==> src/assert_macros.svh <==
// ----------------------------------------------------------------------------
// Assertion macros
// Implication checks used by the core.
// ----------------------------------------------------------------------------
`ifndef ASSERT_MACROS_SVH
`define ASSERT_MACROS_SVH
// Implication checked on every clock edge outside reset.
`define ASSERT_IMPL(label, clk, rst, ante, cons) \
   label: assert property (@(posedge clk) disable iff (rst) (ante) |-> (cons)) \
      else $error("assertion failed");
// Next-cycle implication checked outside reset.
`define ASSERT_NEXT(label, clk, rst, ante, cons) \
   label: assert property (@(posedge clk) disable iff (rst) (ante) |=> (cons)) \
      else $error("assertion failed");
`endif

==> src/tdrmq_pkg.sv <==
// ----------------------------------------------------------------------------
// Tree distance range-minimum package
// Shared types and constants for the tree distance query core.
// ----------------------------------------------------------------------------
`timescale 1ns / 1ps
package tdrmq_pkg;
   localparam int MaxVertices = 1024;
   localparam int TourLength  = 2048;
   localparam int VtxW  = $clog2(MaxVertices);
   localparam int PosW  = $clog2(TourLength);
   localparam int IdxW  = 11;
   localparam int DepW  = 31;
   localparam logic [30:0] UnreachReset = 31'd1061109567;

   localparam logic [1:0] ACT_LOAD_DEPTH = 2'd0;
   localparam logic [1:0] ACT_LOAD_POS   = 2'd1;
   localparam logic [1:0] ACT_QUERY      = 2'd2;
   localparam logic [1:0] ACT_UNUSED     = 2'd3;

   localparam logic CSR_VERTEX_COUNT = 1'b0;
   localparam logic CSR_UNREACHABLE  = 1'b1;

   typedef struct packed {
      logic [1:0]      action;
      logic [IdxW-1:0] first_index;
      logic [IdxW-1:0] second_index;
      logic [DepW-1:0] depth_value;
   } req_type;

   typedef struct packed {
      logic [DepW-1:0] tree_distance;
      logic            is_unreachable;
   } rsp_type;

   // Classified command handed from the front end to the back end.
   typedef struct packed {
      logic            is_query;
      logic            is_depth;
      logic            fail;
      logic [IdxW-1:0] first_index;
      logic [IdxW-1:0] second_index;
      logic [DepW-1:0] depth_value;
   } cmd_type;
endpackage

==> src/tdrmq_fifo.sv <==
// ----------------------------------------------------------------------------
// Tree distance command queue
// Two-entry queue that decouples the front end from the back end.
// ----------------------------------------------------------------------------
`timescale 1ns / 1ps
module tdrmq_fifo (
   input  logic                  clock,
   input  logic                  reset,
   input  logic                  in_valid,
   output logic                  in_stall,
   input  tdrmq_pkg::cmd_type    in_data,
   output logic                  out_valid,
   input  logic                  out_stall,
   output tdrmq_pkg::cmd_type    out_data
);
   tdrmq_pkg::cmd_type entry_ff [2];
   logic       wr_ptr_ff, wr_ptr_in, rd_ptr_ff, rd_ptr_in;
   logic [1:0] count_ff, count_in;
   logic       push, pop;

   assign in_stall  = count_ff == 2'd2;
   assign out_valid = count_ff != 2'd0;
   assign out_data  = entry_ff[rd_ptr_ff];
   assign push = in_valid && !in_stall;
   assign pop  = out_valid && !out_stall;

   always_comb begin
      wr_ptr_in = wr_ptr_ff ^ push;
      rd_ptr_in = rd_ptr_ff ^ pop;
      count_in  = count_ff + {1'b0, push} - {1'b0, pop};
   end

   always_ff @(posedge clock) begin
      if (reset) begin
         wr_ptr_ff <= 1'b0;
         rd_ptr_ff <= 1'b0;
         count_ff  <= 2'd0;
      end else begin
         wr_ptr_ff <= wr_ptr_in;
         rd_ptr_ff <= rd_ptr_in;
         count_ff  <= count_in;
      end
      if (push) begin
         entry_ff[wr_ptr_ff] <= in_data;
      end
   end
endmodule

==> config.mk <==
export PLATFORM = sky130hd
export DESIGN_NAME = tdrmq_fifo
export DESIGN_NICKNAME = d
export VERILOG_FILES = /design/src/assert_macros.svh /design/src/tdrmq_pkg.sv /design/src/tdrmq_fifo.sv
export SDC_FILE = /design/constraint.sdc
export NUM_CORES = 1
export LEC_CHECK = 0
export BUFFER_PORTS_ARGS = -buffer_cell sky130_fd_sc_hd__clkbuf_2
export CORE_MARGIN = 5
export CORE_UTILIZATION = 35
export CTS_CLUSTER_SIZE = 16
export DETAILED_ROUTE_END_ITERATION = 16
export GPL_ROUTABILITY_DRIVEN = 0
export HOLD_SLACK_MARGIN = 0.08
export PLACE_DENSITY_LB_ADDON = 0.3
export SLEW_MARGIN = 20
export SYNTH_ARGS = -nofsm -noshare
export SYNTH_HDL_FRONTEND = slang
export SYNTH_SLANG_ARGS = --single-unit
==> constraint.sdc <==
create_clock -name clock -period 5.7 [get_ports clock]
set_clock_uncertainty 0.15 [all_clocks]
set_input_delay 0.855 -clock clock [delete_from_list [all_inputs] [get_ports clock]]
set_output_delay 0.855 -clock clock [all_outputs]
set_load 0.03 [all_outputs]
==> results of run 1 <==
==> per-layer routing <==
layer / global-route usage [%] / up-vias / routed length (um) / part of all wire [%]
met5: 0 / - / 0 / 0
met1: 12.5 / 1056 / 3060 / 41
met3: 5.66 / 15 / 652 / 8.6
met4: 6.16 / 0 / 181 / 2.4
met2: 18.1 / 85 / 3650 / 48
li1: - / 1043 / - / -
==> final cells by class <==
| class | instances | area, um^2 |
|---|---|---|
| well taps | 147 | 184 |
| flip-flops and latches | 116 | 3440 |
| fillers | 1061 | 6440 |
| clock buffers | 18 | 429 |
| clock inverters | 13 | 118 |
| repair buffers | 120 | 608 |
| inverters | 3 | 11.3 |
| multi-input cells | 72 | 776 |
==> power breakdown <==
part           total [mW]  internal [mW]  switching [mW]
clock               0.968          0.629           0.340
sequential           1.13           1.09          0.0406
combinational       0.702          0.245           0.457
total                2.80           1.96           0.837
==> path summary, 6_finish.rpt <==
check / end / depth (start not counted) / slack (ps)
setup / recovery: out_data[48] / 3 / 2510
hold / removal: wr_ptr_ff$_SDFF_PP0_ / 3 / 440
setup reg to reg: entry_ff[0][42]$_DFFE_PP_ / 4 / 3680
hold reg to reg: wr_ptr_ff$_SDFF_PP0_ / 3 / 440
==> worst register-to-register path: stages (launching register included) <==
cell	delay, ps
dfxtp_1	370
nand2b_1	160
and2_1	160
ha_2	170
buf_4	570
==> stage by stage <==
stage | cell area (um^2) | power, mW | utilization (%) | hold slack (ps)
after floorplan | 4270 | 1.67 | - | 382
after global placement | 5020 | 1.86 | 41.8 | 422
after detailed placement | 5020 | 1.86 | 41.8 | 433
after CTS | 5570 | 2.85 | 46.4 | 441
after global routing | 5570 | 2.94 | 46.4 | 463
final | 5570 | 2.80 | 46.4 | 437
==> cell usage in the layout, fill, tap and decap left out, drive strengths merged <==
master | synthesis | layout
clkinv | 0 | 9
clkbuf | 0 | 135
ha | 4 | 4
xnor3 | 1 | 1
mux2 | 57 | 57
dfxtp | 4 | 4
and2 | 1 | 1
o21ba | 1 | 1
bufinv | 0 | 2
buf | 6 | 3
inv | 3 | 3
clkinvlp | 0 | 2
nand2b | 1 | 1
nor2 | 3 | 3
nand2 | 1 | 1
nor2b | 2 | 2
edfxtp | 112 | 112
or2 | 1 | 1
==> state kept, by name, indices dropped and copies added, names as in the netlist <==
| name | count |
|---|---|
| rd_ptr_ff | 1 |
| wr_ptr_ff | 1 |
| count_ff | 2 |
| entry_ff | 112 |
==> logic make-up (layout without fill, tap and decap cells) <==
logic type / count (synthesis) / after routing
compound gates: 1 / 1
xor+xnor: 1 / 1
fa+ha+maj: 4 / 4
buf+inv: 9 / 154
flops: 116 / 116
mux: 57 / 57
simple gates: 9 / 9
==> out/metrics.csv, run 1 <==
metric,value,unit
overall die height,120,um
least setup slack across all paths after layout,2510,ps
CP startpoint kind,register,
share of Yosys cell area claimed by the top area cell type,78.8,%
top post-synthesis cells by count,"edfxtp_1, mux2_2, dfxtp_1, ha_1",
worst slew pin tran,784,ps
cell-by-cell listing of the critical path,buf_4 -> mux2_2 -> clkbuf_2,
cell taking the most area after synthesis,edfxtp_1,
net count after synthesis,261,
synthesized netlist cell count,197,
post-layout net count,394,
worst skew pair latency,400,ps
Post-Synth Simple-Gate Area,1.08,%
count of flip-flops with a built-in enable after synthesis,112,
via count of the routed design,2199,
Cell Count Post-Placement,458,
number of global-route vias before repair,2521,
Crit path required time,4700,ps
"delay-heaviest family, CP",buffers and inverters,
crit share post-route,55.9,%
power per standard cell area,502,mW/mm^2
number of sinks on the clock net,116,
setup slack at placement,2870,ps
area of the core,0.0120,mm^2
setup repair after global routing missed its margin,false,
1st-pass router iterations,4,
TritonCTS clock tree,done,
main area contributors after synthesis,"edfxtp_1, mux2_2, dfxtp_1",
count of final max-slew check failures,0,
Initial Util,35.6,%
stage delay of the slowest cell on the critical path,590,ps
"CTS clk-pin slew, worst paths",50,ps
mux contribution to synthesized area,15.0,%
number of failing setup endpoints in the final timing report,0,
cts hold-fix bufs,0,
count of antenna diodes in the layout,0,
Core Rows,40,
status,completed,
maximum capacitance violations,0,
final WL,7.54,mm
number of buffers on the longest clock path,2,
CTS H-tree lvls,4,
"Seq/Total Area, Yosys",80.6,%
number of ports placed on the die boundary,118,
Syn Area/Cell,21.7,um^2
cell with the most instances after synthesis,edfxtp_1,
post-synthesis xor/xnor area fraction,0.527,%
area of the mapped netlist,0.00427,mm^2
Hold Crit Start,wr_ptr_ff$_SDFF_PP0_,
compound-cell area share of the yosys netlist,0.234,%
first-pass GRT wire length,12.4,mm
width of the chip,120,um
final sum of negative setup slack,0,ps
maximum clock frequency,314,MHz
maximum number of pins on one net before global-route repair,57,
Worst VDD drop,0.253,mV
number of buffers added by the clock tree synthesis step,17,
Yosys cell types,16,
post-DR vias/cell,4.50,
Crit Reg-Reg Startpoint,count_ff[0]$_SDFF_PP0_,
"Warnings, synthesis",0,
share of post-route cells with drive strength above 1,61.4,%
final non-filler cell total,489,
leakage,2.14,nW
number of remaining DRC errors,0,
beginning of the critical path,rd_ptr_ff$_SDFF_PP0_,
post-cts sizing count,0,
total global routing track utilization,11.4,%
max-slew headroom at the worst pin,47.8,%
number of antenna violations at the first check in global routing,0,
clock tree root driver cell,clkbuf_16,
register bit count reported by yosys,116,
critical path class,register to output pin,
DR iter-0 viols,74,
"Buf+Inv Stages, Crit Path",2,
DP HPWL,4.73,mm
number of nets still failing antenna checks after routing,0,
post-synthesis adder-cell area fraction,1.17,%
total gr overflow,0,
highest net fanout along the worst path,41,
Avg WL per Cell,15.4,um
worst path arrival time,2180,ps
number of buffer cells added on primary ports,117,
CP endpoint kind,output pin,
worst-path cell with the longest stage delay,dfxtp_2,
count of buffers added by post-CTS timing repair for setup,0,
"Min Clock Period, post-route",3190,ps
class of the worst hold path,register to register,
share of async-settable or async-resettable flops after synthesis,0,%
floorplan die area,0.0145,mm^2
Final Hold Violating Endpoints,0,
Post-synth top flop,edfxtp_1,
dominant combinational cell family by area after synthesis,multiplexers,
area overhead of the layout relative to synthesis,30.4,%
Note: power is estimated with default switching activity, not from simulation.
==> inputs of run 2 (changes only) <==
Clock period 5.7 ns to 3 ns, I/O delays scaled along.
==> out/metrics.csv, run 2 (synthesized netlist as in run 1, its figures left out) <==
metric,value,unit
status,completed,
number of buffers added by the clock tree synthesis step,17,
number of ports placed on the die boundary,118,
switching power total,1.57,mW
area overhead of the layout relative to synthesis,39.3,%
"top library cells by usage in the layout, fill and taps aside","clkbuf_2, edfxtp_1, mux2_2",
number of remaining DRC errors,0,
Initial Util,35.6,%
least setup slack across all paths after layout,764,ps
power per standard cell area,869,mW/mm^2
"commonest non-fill, non-tap cell in the layout",clkbuf_2,
leakage,2.30,nW
worst path arrival time,1640,ps
count of antenna diodes in the layout,0,
final sum of negative setup slack,0,ps
setup slack at placement,1160,ps
maximum clock frequency,447,MHz
flip-flop count of the largest register after layout,112,
path depth of the worst reg2reg path,4,
crit share post-route,74.5,%
total global routing track utilization,11.3,%
post-layout net count,435,
"Min Clock Period, post-route",2240,ps
worst slew pin tran,330,ps
"CTS clk-pin slew, worst paths",50,ps
class of the worst hold path,input pin to register,
internal power component,3.60,mW
number of buffer cells added on primary ports,117,
CTS H-tree lvls,4,
number of sinks on the clock net,116,
DP HPWL,4.49,mm
1st-pass router iterations,4,
count of buffers added by post-CTS timing repair for setup,0,
combinational power share,27.8,%
filler cell count in the final layout,1003,
post-cts sizing count,0,
floorplan die area,0.0145,mm^2
post-DR vias/cell,4.42,
area of the core,0.0120,mm^2
number of failing setup endpoints in the final timing report,0,
Avg WL per Cell,14.6,um
Top Registers,"entry_ff x112, count_ff x2",
cts hold-fix bufs,35,
setup repair after global routing missed its margin,false,
share of post-route cells with drive strength above 1,53.5,%
critical path class,register to output pin,
sequential group share of total power,40.9,%
number of buffers on the longest clock path,2,
CP startpoint kind,register,
number of global-route vias before repair,2468,
number of antenna violations at the first check in global routing,0,
overall die height,120,um
clock network fraction of design power,31.3,%
setup slack of the most critical reg-to-reg path,1300,ps
DR iter-0 viols,85,
Total Power Consumption,5.17,mW
register name with the most flops,entry_ff,
total gr overflow,0,
Core Rows,40,
maximum number of pins on one net before global-route repair,59,
Hold Crit Start,in_data[35],
clock tree root driver cell,clkbuf_16,
Final Hold Violating Endpoints,0,
worst skew pair latency,390,ps
count of final max-slew check failures,0,
number of nets still failing antenna checks after routing,0,
hold endpoint,entry_ff[1][35]$_DFFE_PP_,
Switching Fraction,30.4,%
via count of the routed design,2332,
maximum capacitance violations,0,
TritonCTS clock tree,done,
Crit path required time,2400,ps
CP endpoint kind,output pin,
first-pass GRT wire length,12.4,mm
Worst VDD drop,0.536,mV
Crit Reg-Reg Startpoint,count_ff[0]$_SDFF_PP0_,
final WL,7.72,mm
max-slew headroom at the worst pin,78.0,%
worst hold path stage count,1,
highest net fanout along the worst path,58,
width of the chip,120,um
Reg-to-Reg End,entry_ff[1][15]$_DFFE_PP_,
## run 2: changes by cell type in the layout (fill, tap and decap cells not counted), sizes merged
cell,previous run,this run
dlygate4sd3,0,41
clkinvlp,2,0
clkinv,9,11
bufinv,2,0
## run 2: layout make-up
type                    instances  area, um^2  share of cell area, %
clock buffers                  18         429                   7.21
clock inverters                11        47.5                  0.799
inverters                       3        11.3                  0.189
multi-input cells              72         776                   13.0
flip-flops and latches        116        3440                   57.9
well taps                     147         184                   3.09
repair buffers                161        1060                   17.8
## run 2: power by group through the flow
stage	Clock, mW	Combinational, mW	Sequential (mW)
detailed placement	0	1.42	2.14
CTS	1.67	1.46	2.11
global placement	0	1.42	2.13
floorplan	0	1.03	2.14
finish	1.62	1.44	2.11
global route	1.75	1.54	2.13
## run 2: metrics by stage
step           utilization [%]  cell area, um^2  hold WS (ps)  instances
2_1_floorplan                -             4270           367        197
5_1_grt                   49.5             5950          80.7        528
4_1_cts                   49.0             5890          80.1        522
6_report                  49.5             5950           101        528
3_3_place_gp              42.1             5060           425        458
3_5_place_dp              42.1             5060           442        458
## run 2: routing by layer
| metal | vias to the layer above | GRT usage (%) | wire (um) |
|---|---|---|---|
| met3 | 8 | 5.38 | 552 |
| met4 | 0 | 4.25 | 77 |
| met5 | - | 0 | 0 |
| met1 | 1120 | 12.8 | 3330 |
| met2 | 80 | 18.6 | 3760 |
| li1 | 1124 | - | - |
## run 2: how the worst max path moves through the flow
stage | startpoint | endpoint | slack (ps) | depth (start not counted)
after global placement | rd_ptr_ff$_SDFF_PP0_ | out_data[54] | 1170 | 3
after detailed placement | rd_ptr_ff$_SDFF_PP0_ | out_data[0] | 1160 | 3
after floorplan | count_ff[0]$_SDFF_PP0_ | entry_ff[1][0]$_DFFE_PP_ | 440 | 3
final | rd_ptr_ff$_SDFF_PP0_ | out_data[54] | 760 | 3
after global routing | rd_ptr_ff$_SDFF_PP0_ | out_data[51] | 690 | 3
after CTS | rd_ptr_ff$_SDFF_PP0_ | out_data[0] | 720 | 3
## run 2: critical path: stages (launching register included)
cell and delay, ps:
dfxtp_2 330, buf_12 300, mux2_2 390, clkbuf_2 190
