### src/assert_macros.svh
// ----------------------------------------------------------------------------
// Assertion macros
// Implication checks used by the core.
// ----------------------------------------------------------------------------
`ifndef ASSERT_MACROS_SVH
`define ASSERT_MACROS_SVH
// Implication checked on every clock edge outside reset.
`define ASSERT_IMPL(label, clk, rst, ante, cons) \
   label: assert property (@(posedge clk) disable iff (rst) (ante) |-> (cons)) \
      else $error("assertion failed");
// Next-cycle implication checked outside reset.
`define ASSERT_NEXT(label, clk, rst, ante, cons) \
   label: assert property (@(posedge clk) disable iff (rst) (ante) |=> (cons)) \
      else $error("assertion failed");
`endif

### src/tdrmq_pkg.sv
// ----------------------------------------------------------------------------
// Tree distance range-minimum package
// Shared types and constants for the tree distance query core.
// ----------------------------------------------------------------------------
`timescale 1ns / 1ps
package tdrmq_pkg;
   localparam int MaxVertices = 1024;
   localparam int TourLength  = 2048;
   localparam int VtxW  = $clog2(MaxVertices);
   localparam int PosW  = $clog2(TourLength);
   localparam int IdxW  = 11;
   localparam int DepW  = 31;
   localparam logic [30:0] UnreachReset = 31'd1061109567;

   localparam logic [1:0] ACT_LOAD_DEPTH = 2'd0;
   localparam logic [1:0] ACT_LOAD_POS   = 2'd1;
   localparam logic [1:0] ACT_QUERY      = 2'd2;
   localparam logic [1:0] ACT_UNUSED     = 2'd3;

   localparam logic CSR_VERTEX_COUNT = 1'b0;
   localparam logic CSR_UNREACHABLE  = 1'b1;

   typedef struct packed {
      logic [1:0]      action;
      logic [IdxW-1:0] first_index;
      logic [IdxW-1:0] second_index;
      logic [DepW-1:0] depth_value;
   } req_type;

   typedef struct packed {
      logic [DepW-1:0] tree_distance;
      logic            is_unreachable;
   } rsp_type;

   // Classified command handed from the front end to the back end.
   typedef struct packed {
      logic            is_query;
      logic            is_depth;
      logic            fail;
      logic [IdxW-1:0] first_index;
      logic [IdxW-1:0] second_index;
      logic [DepW-1:0] depth_value;
   } cmd_type;
endpackage

### src/tdrmq_front.sv
// ----------------------------------------------------------------------------
// Tree distance front end
// Accepts items, drops unused ones and checks query vertex ranges.
// ----------------------------------------------------------------------------
`timescale 1ns / 1ps
module tdrmq_front (
   input  logic                  clock,
   input  logic                  reset,
   input  logic                  req_valid,
   output logic                  req_stall,
   input  tdrmq_pkg::req_type    req_data,
   input  logic [10:0]           vertex_count,
   output logic                  cmd_valid,
   input  logic                  cmd_stall,
   output tdrmq_pkg::cmd_type    cmd_data
);
   logic                 cmd_valid_ff, cmd_valid_in;
   tdrmq_pkg::cmd_type   cmd_ff, cmd_in;
   logic                 take;
   logic                 a_bad, b_bad;

   assign req_stall = cmd_valid_ff && cmd_stall;
   assign take      = req_valid && !req_stall;

   always_comb begin
      a_bad = ({1'b0, req_data.first_index} >= {1'b0, vertex_count}) ||
              ({1'b0, req_data.first_index} >= 12'(tdrmq_pkg::MaxVertices));
      b_bad = ({1'b0, req_data.second_index} >= {1'b0, vertex_count}) ||
              ({1'b0, req_data.second_index} >= 12'(tdrmq_pkg::MaxVertices));
      cmd_in.is_query     = req_data.action == tdrmq_pkg::ACT_QUERY;
      cmd_in.is_depth     = req_data.action == tdrmq_pkg::ACT_LOAD_DEPTH;
      cmd_in.fail         = a_bad || b_bad;
      cmd_in.first_index  = req_data.first_index;
      cmd_in.second_index = req_data.second_index;
      cmd_in.depth_value  = req_data.depth_value;
      cmd_valid_in = cmd_valid_ff;
      if (take) begin
         cmd_valid_in = (req_data.action != tdrmq_pkg::ACT_UNUSED);
      end else if (!cmd_stall) begin
         cmd_valid_in = 1'b0;
      end
   end

   always_ff @(posedge clock) begin
      if (reset) begin
         cmd_valid_ff <= 1'b0;
      end else begin
         cmd_valid_ff <= cmd_valid_in;
      end
      if (take) begin
         cmd_ff <= cmd_in;
      end
   end

   assign cmd_valid = cmd_valid_ff;
   assign cmd_data  = cmd_ff;
endmodule

### config.mk
export PLATFORM = sky130hd
export DESIGN_NAME = tdrmq_front
export DESIGN_NICKNAME = d
export VERILOG_FILES = /design/src/assert_macros.svh /design/src/tdrmq_pkg.sv /design/src/tdrmq_front.sv
export SDC_FILE = /design/constraint.sdc
export NUM_CORES = 1
export LEC_CHECK = 0
export ABC_CLOCK_PERIOD_IN_PS = 6600
export BUFFER_PORTS_ARGS = -buffer_cell sky130_fd_sc_hd__buf_2
export CELL_PAD_IN_SITES_DETAIL_PLACEMENT = 0
export CELL_PAD_IN_SITES_GLOBAL_PLACEMENT = 1
export CORE_MARGIN = 2
export CORE_UTILIZATION = 36
export CTS_CLUSTER_SIZE = 20
export DETAILED_ROUTE_END_ITERATION = 7
export PLACE_DENSITY_LB_ADDON = 0.05
export SETUP_SLACK_MARGIN = 0.15
export SYNTH_ARGS = -nofsm -noshare
export SYNTH_HDL_FRONTEND = slang
export SYNTH_SLANG_ARGS = --single-unit
### constraint.sdc
create_clock -name clock -period 6.6 [get_ports clock]
set_input_delay 1.32 -clock clock [delete_from_list [all_inputs] [get_ports clock]]
set_output_delay 1.32 -clock clock [all_outputs]
set_load 0.1 [all_outputs]
==> results.md, run 1 <==
- DRT iter0 DRCs: 46
- Synth top area cells: edfxtp_1, ha_1, inv_1
- Synth Instances: 126
- Async set-or-reset flop fraction in the synthesized netlist: 0
- Power Total: 963.8 µW
- Die ar.: 6887 µm²
- Via density: 4.380
- RePlAce Congestion: 0.7446
- Core Area: 5991 µm²
- R2r setup slk: 5.05 ns
- R2R depth: 3
- CP max-delay cell: buf_2
- Total grt overflow: 0
- CP Data Arrival Time: 2.04 ns
- Yosys top cell area share: 0.7487
- Slew Limit Fails: 0
- Hold-fix buffers at CTS: 0
- RR Endpoint: cmd_data[50]$_DFFE_PP_
- Initial antenna violation count: 0
- Gr usage total: 0.1411
- Clock transition at the registers of the reported paths: 0.06 ns
- Vias: 1,511
- Fill cells: 553
- Synth Cell Area: 2246 µm²
- Final Hold Fails: 0
- Seq cells post-synth: 57
- Finished Layout Cells: 345
- Hold Crit Start: cmd_valid$_SDFFE_PP0P_
- Die Span X: 82.99 µm
- Power Dens Cells: 303.5 nW/µm²
- Area grow syn2layout: 41.39%
- Nets: 357
- Fmax: 0.2979 GHz
- Synth area leader: edfxtp_1
- Critical Path Fanout Max: 3
- Post-CTS Setup Inserts: 0
- Placed cell count: 329
- Maximum vdd ir drop: 0.0001251 V
- Sequential share of the synthesized area: 0.7577
- Clk buf depth: 2
- CP Capture Type: primary output
- CP Cell Sequence: buf_2 -> and2_1 -> buf_2
- Worst R2R Start: cmd_valid$_SDFFE_PP0P_
- Vias in the first global route: 1,534
- RSZ-0062 raised after global routing: no
- Share of cells above drive strength 1: 0.5370
- WL final: 4.699 mm
- Worst endpoint required time: 5.28 ns
- Crit Path Class: input port to primary output
- Number of synthesized flops with an enable pin: 56
- Most used standard cell by instance count after synthesis: edfxtp_1
- Diode count: 0
- Final design utilization: 0.5301
- CTS tree: yes
- Skew final: 0.006431 ns
- Clk_lat worst skew: 0.32 ns
- Htree depth: 3
- Starting Density: 0.3749
- # IOs: 128
- Setup Viol. Count Final: 0
- CP top delay family: buffers and inverters
- Dpl hpwl: 3.583 mm
- WHS Endpoint: cmd_valid$_SDFFE_PP0P_
- CP Buf/Inv Count: 2
- Slew Limit Headroom: 0.5258
- Global-route wire length before repair: 7.514 mm
- Largest net degree at the start of global routing: 57
- Max incr delay on CP: 0.45 ns
- ANT nets after route: 0
- Max-capacitance violation count: 0
- Cell repeated most along the worst path: buf_2
- Post-route setup TNS: 0 ns
- Net count after synthesis: 218
- Tcrit/Tclk final: 0.5087
- Most used DFF post-synth: edfxtp_1
- Crit path time final: 3.357 ns
- Die Y: 82.99 µm
- Worst hold stages: 3
- CTS Root Cell: clkbuf_8
- Post-synthesis cell type count: 21
- Synth Warn #: 0
- Clk sink count: 57
- Slew @ Worst Pin: 0.7112 ns
- Post-CTS sizing: 0
- # rows: 28
- Post-synth top cells: edfxtp_1, ha_1, inv_1, nand4_1, nor2_1
- LEAKAGE: 1.483 nW
- DRT Pass-1 Iters: 3
- I/O Buffers: 127
- Critical Path Start Type: input port
- DR WL/cell: 13.62 µm
- Hold Path Class: register to register
- Post-Syn Area per Cell: 17.82 µm²
- Post-route DRC: 0
- CTS buffer count: 9
- Status: completed
[layer usage]
metal,global-route usage,vias to the layer above,part of all wire
met5,0,-,0
met4,0.06259,0,0.0085
met3,0.04672,5,0.073
met2,0.2302,69,0.48
met1,0.1703,667,0.44
li1,-,770,-
[layout make-up]
| class | instances | area, µm² | area share |
|---|---|---|---|
| inverters | 12 | 45.04 | 0.01418 |
| clock buffers | 9 | 123.9 | 0.03901 |
| flip-flops and latches | 57 | 1702 | 0.5359 |
| clock inverters | 7 | 61.31 | 0.01931 |
| multi-input cells | 57 | 506.7 | 0.1596 |
| well taps | 75 | 93.84 | 0.02955 |
| repair buffers | 128 | 643.1 | 0.2025 |
[flip-flops by register name (all words and copies together) (netlist names)]
signal,flops
cmd_valid,1
cmd_data,56
[kinds of logic (layout without fill, tap and decap cells)]
logic type      Yosys count  after routing  synth area share
buf+inv                  12            156           0.02005
simple gates             24             24           0.05961
flops                    57             57            0.7577
compound gates           11             11           0.04011
fa+ha+maj                22             22            0.1226
[worst max path at each step]
| stage | start | end | slack (ns) | depth (start not counted) |
|---|---|---|---|---|
| after floorplan | cmd_stall | cmd_data[0]$_DFFE_PP_ | 1.66 | 2 |
| after global placement | cmd_stall | req_stall | 3.25 | 3 |
| after detailed placement | cmd_stall | req_stall | 3.24 | 3 |
| after CTS | cmd_stall | req_stall | 3.24 | 3 |
| after global routing | cmd_stall | req_stall | 3.20 | 3 |
| final | cmd_stall | req_stall | 3.24 | 3 |
[metrics by stage]
stage                     hold slack (ns)  instance area [µm²]  setup WS (ns)
final                              0.6869                 3176          3.243
after global routing               0.7413                 3176          3.204
after CTS                          0.6980                 3176          3.236
after detailed placement           0.6861                 2990          3.236
after global placement             0.6738                 2990          3.252
after floorplan                     1.392                 2246          1.658
[report_power, final]
group	total, mW	switching [mW]	internal (mW)
clock network	0.302	0.132	0.170
registers	0.428	0.00423	0.423
logic	0.234	0.191	0.0429
total	0.964	0.327	0.637
[worst reg2reg max path, delay by kind of cell (launching register included)]
kind | cells | cell delay (ns)
flip-flops | 1 | 0.30
buffers and inverters | 1 | 0.57
AND/OR/NAND/NOR | 2 | 0.28
[placed cells by master, fill, tap and decap left out, types with 2 or more instances in the layout]
cell      Yosys  routed
edfxtp_1     56      56
buf_2         0     127
ha_1         22      22
nand4_1       7       7
a21o_1        3       3
clkinv_2      0       3
clkinv_1      0       2
a21oi_1       2       2
nor2_1        6       6
clkbuf_8      0       9
nand2_1       2       2
inv_1        12      12
nand3_1       3       3
(Power assumes the default switching activity.)
==> inputs of run 2 (changes only) <==
Settings changed: ABC_CLOCK_PERIOD_IN_PS 6600 to 3050, CORE_UTILIZATION 36 to 30.
Clock period 6.6 ns to 3.05 ns, I/O delays scaled along.
==> run 2 against run 1 <==
Compared with the run above: setup slack lost 2.1 ns; sequential power is 120% higher; highest routed layer unchanged; flip-flop and latch count did not move; critical endpoint unchanged.
==> results.md, run 2 (synthesis gave the netlist of run 1 again) <==
- CP Capture Type: primary output
- Setup crit start: cmd_stall
- Most frequent cells in the layout: buf_2, edfxtp_1, ha_1
- DRT iter0 DRCs: 41 (-11%)
- RePlAce Congestion: 0.6987 (-6.2%)
- ANT nets after route: 0 (unchanged)
- Die Y: 90.53 µm (+9.1%)
- Initial antenna violation count: 0 (unchanged)
- Htree depth: 3 (unchanged)
- CTS Root Cell: clkbuf_8
- Vias in the first global route: 1,443 (-5.9%)
- Finished Cell Area: 3228 µm² (+1.7%)
- Post-route DRC: 0 (unchanged)
- Worst endpoint required time: 2.44 ns (-2.84 ns)
- Max-capacitance violation count: 0 (unchanged)
- Die ar.: 8195 µm² (+19%)
- Global-route wire length before repair: 7.320 mm (-2.6%)
- WL final: 4.711 mm (+0.26%)
- Nets: 357 (unchanged)
- Starting Density: 0.3096 (-0.06525)
- Area grow syn2layout: 43.73%
- Crit path time final: 1.939 ns
- R2R depth: 3 (unchanged)
- Worst R2R Start: cmd_valid$_SDFFE_PP0P_
- Critical Path Start Type: input port
- Power Dens Cells: 652.7 nW/µm² (+120%)
- Final Hold Fails: 0 (unchanged)
- Max reg flops: 56 (unchanged)
- Setup Viol. Count Final: 0 (unchanged)
- DR WL/cell: 12.77 µm (-6.3%)
- Die Span X: 90.53 µm (+9.1%)
- # rows: 31 (+11%)
- Status: completed
- Skew final: 0.006666 ns (+0.0002345 ns)
- Power Total: 2.107 mW (+120%)
- Clk_lat worst skew: 0.32 ns (about the same)
- Slew Limit Headroom: 0.6452 (+0.1193)
- Post-CTS sizing: 0 (unchanged)
- CTS tree: yes
- Tcrit/Tclk final: 0.6358
- Critical Path Fanout Max: 3 (unchanged)
- # IOs: 128 (unchanged)
- Final setup margin: 1.111 ns (-2.132 ns)
- Diode count: 0 (unchanged)
- Post-CTS Setup Inserts: 0 (unchanged)
- Share of cells above drive strength 1: 0.5407 (+0.003704)
- R2r setup slk: 1.48 ns (-3.57 ns)
- Hold-fix buffers at CTS: 0 (unchanged)
- Clk sink count: 57 (unchanged)
- Slew @ Worst Pin: 0.5311 ns (-0.1801 ns)
- Place WS: 0.9495 ns (-2.286 ns)
- DRT Pass-1 Iters: 4 (+1)
- Vias: 1,488 (-1.5%)
- Hold Path Class: input port to register
- Clk buf depth: 2 (unchanged)
- RR Endpoint: cmd_data[50]$_DFFE_PP_
- Fmax: 0.5157 GHz
- I/O Buffers: 127 (unchanged)
- Gr usage total: 0.1185 (-0.02264)
- Most common cell after layout, fill and taps aside: buf_2
- Slew Limit Fails: 0 (unchanged)
- RSZ-0062 raised after global routing: no
- CTS buffer count: 9 (unchanged)
- Largest net degree at the start of global routing: 40 (-30%)
- LEAKAGE: 1.483 nW (about the same)
- Via density: 4.033 (-7.9%)
- Core Area: 7253 µm² (+21%)
- Clock transition at the registers of the reported paths: 0.06 ns (about the same)
- CP endpoint: req_stall
- Placed Area: 3033 µm² (+1.4%)
- Crit Path Class: input port to primary output
- Total grt overflow: 0 (unchanged)
- Maximum vdd ir drop: 0.0003654 V (+190%)
- Hold Crit Start: reset
- CP Data Arrival Time: 1.33 ns (-0.71 ns)
- Dpl hpwl: 3.721 mm (+3.8%)
- Post-route setup TNS: 0 ns (unchanged)
-- run 2: metrics by stage --
stage / instances / util / hold WS, ns
floorplan: 126 / - / 0.6824
global placement: 353 / 0.4181 / 0.6788
detailed placement: 353 / 0.4181 / 0.6877
CTS: 369 / 0.4451 / 0.4136
global route: 369 / 0.4451 / 0.4176
finish: 369 / 0.4451 / 0.4383
-- run 2: layer usage --
metal,wire length (µm),GRT usage,part of all wire,vias to the layer above
met5,0,0,0,-
met4,53,0.03077,0.011,0
met3,437,0.05760,0.093,6
met2,2292,0.1841,0.49,69
met1,1928,0.1477,0.41,648
li1,-,-,-,765
-- run 2: area by class of cell --
cell class,count,area [µm²]
clock buffer,9,123.9
clock inverter,7,71.32
fill,713,4025
inverter,12,45.04
multi-input combinational,57,506.7
sequential,57,1702
tap,99,123.9
timing repair buffer,128,655.6
-- run 2: power by group --
part	internal [mW]	switching [mW]
Combinational	0.0958	0.414
Sequential	0.915	0.00882
Clock	0.375	0.298
Total	1.39	0.721
-- run 2: worst min path at each step --
stage               slack, ns  cells past startpoint                endpoint
detailed placement       0.69                      3  cmd_valid$_SDFFE_PP0P_
finish                   0.44                      2  cmd_valid$_SDFFE_PP0P_
global route             0.42                      2  cmd_valid$_SDFFE_PP0P_
CTS                      0.41                      2  cmd_valid$_SDFFE_PP0P_
global placement         0.68                      3  cmd_valid$_SDFFE_PP0P_
floorplan                0.68                      1  cmd_valid$_SDFFE_PP0P_
-- run 2: critical path, cell delays in order --
cell    delay, ns
buf_2        0.07
and2_1       0.19
buf_2        0.45
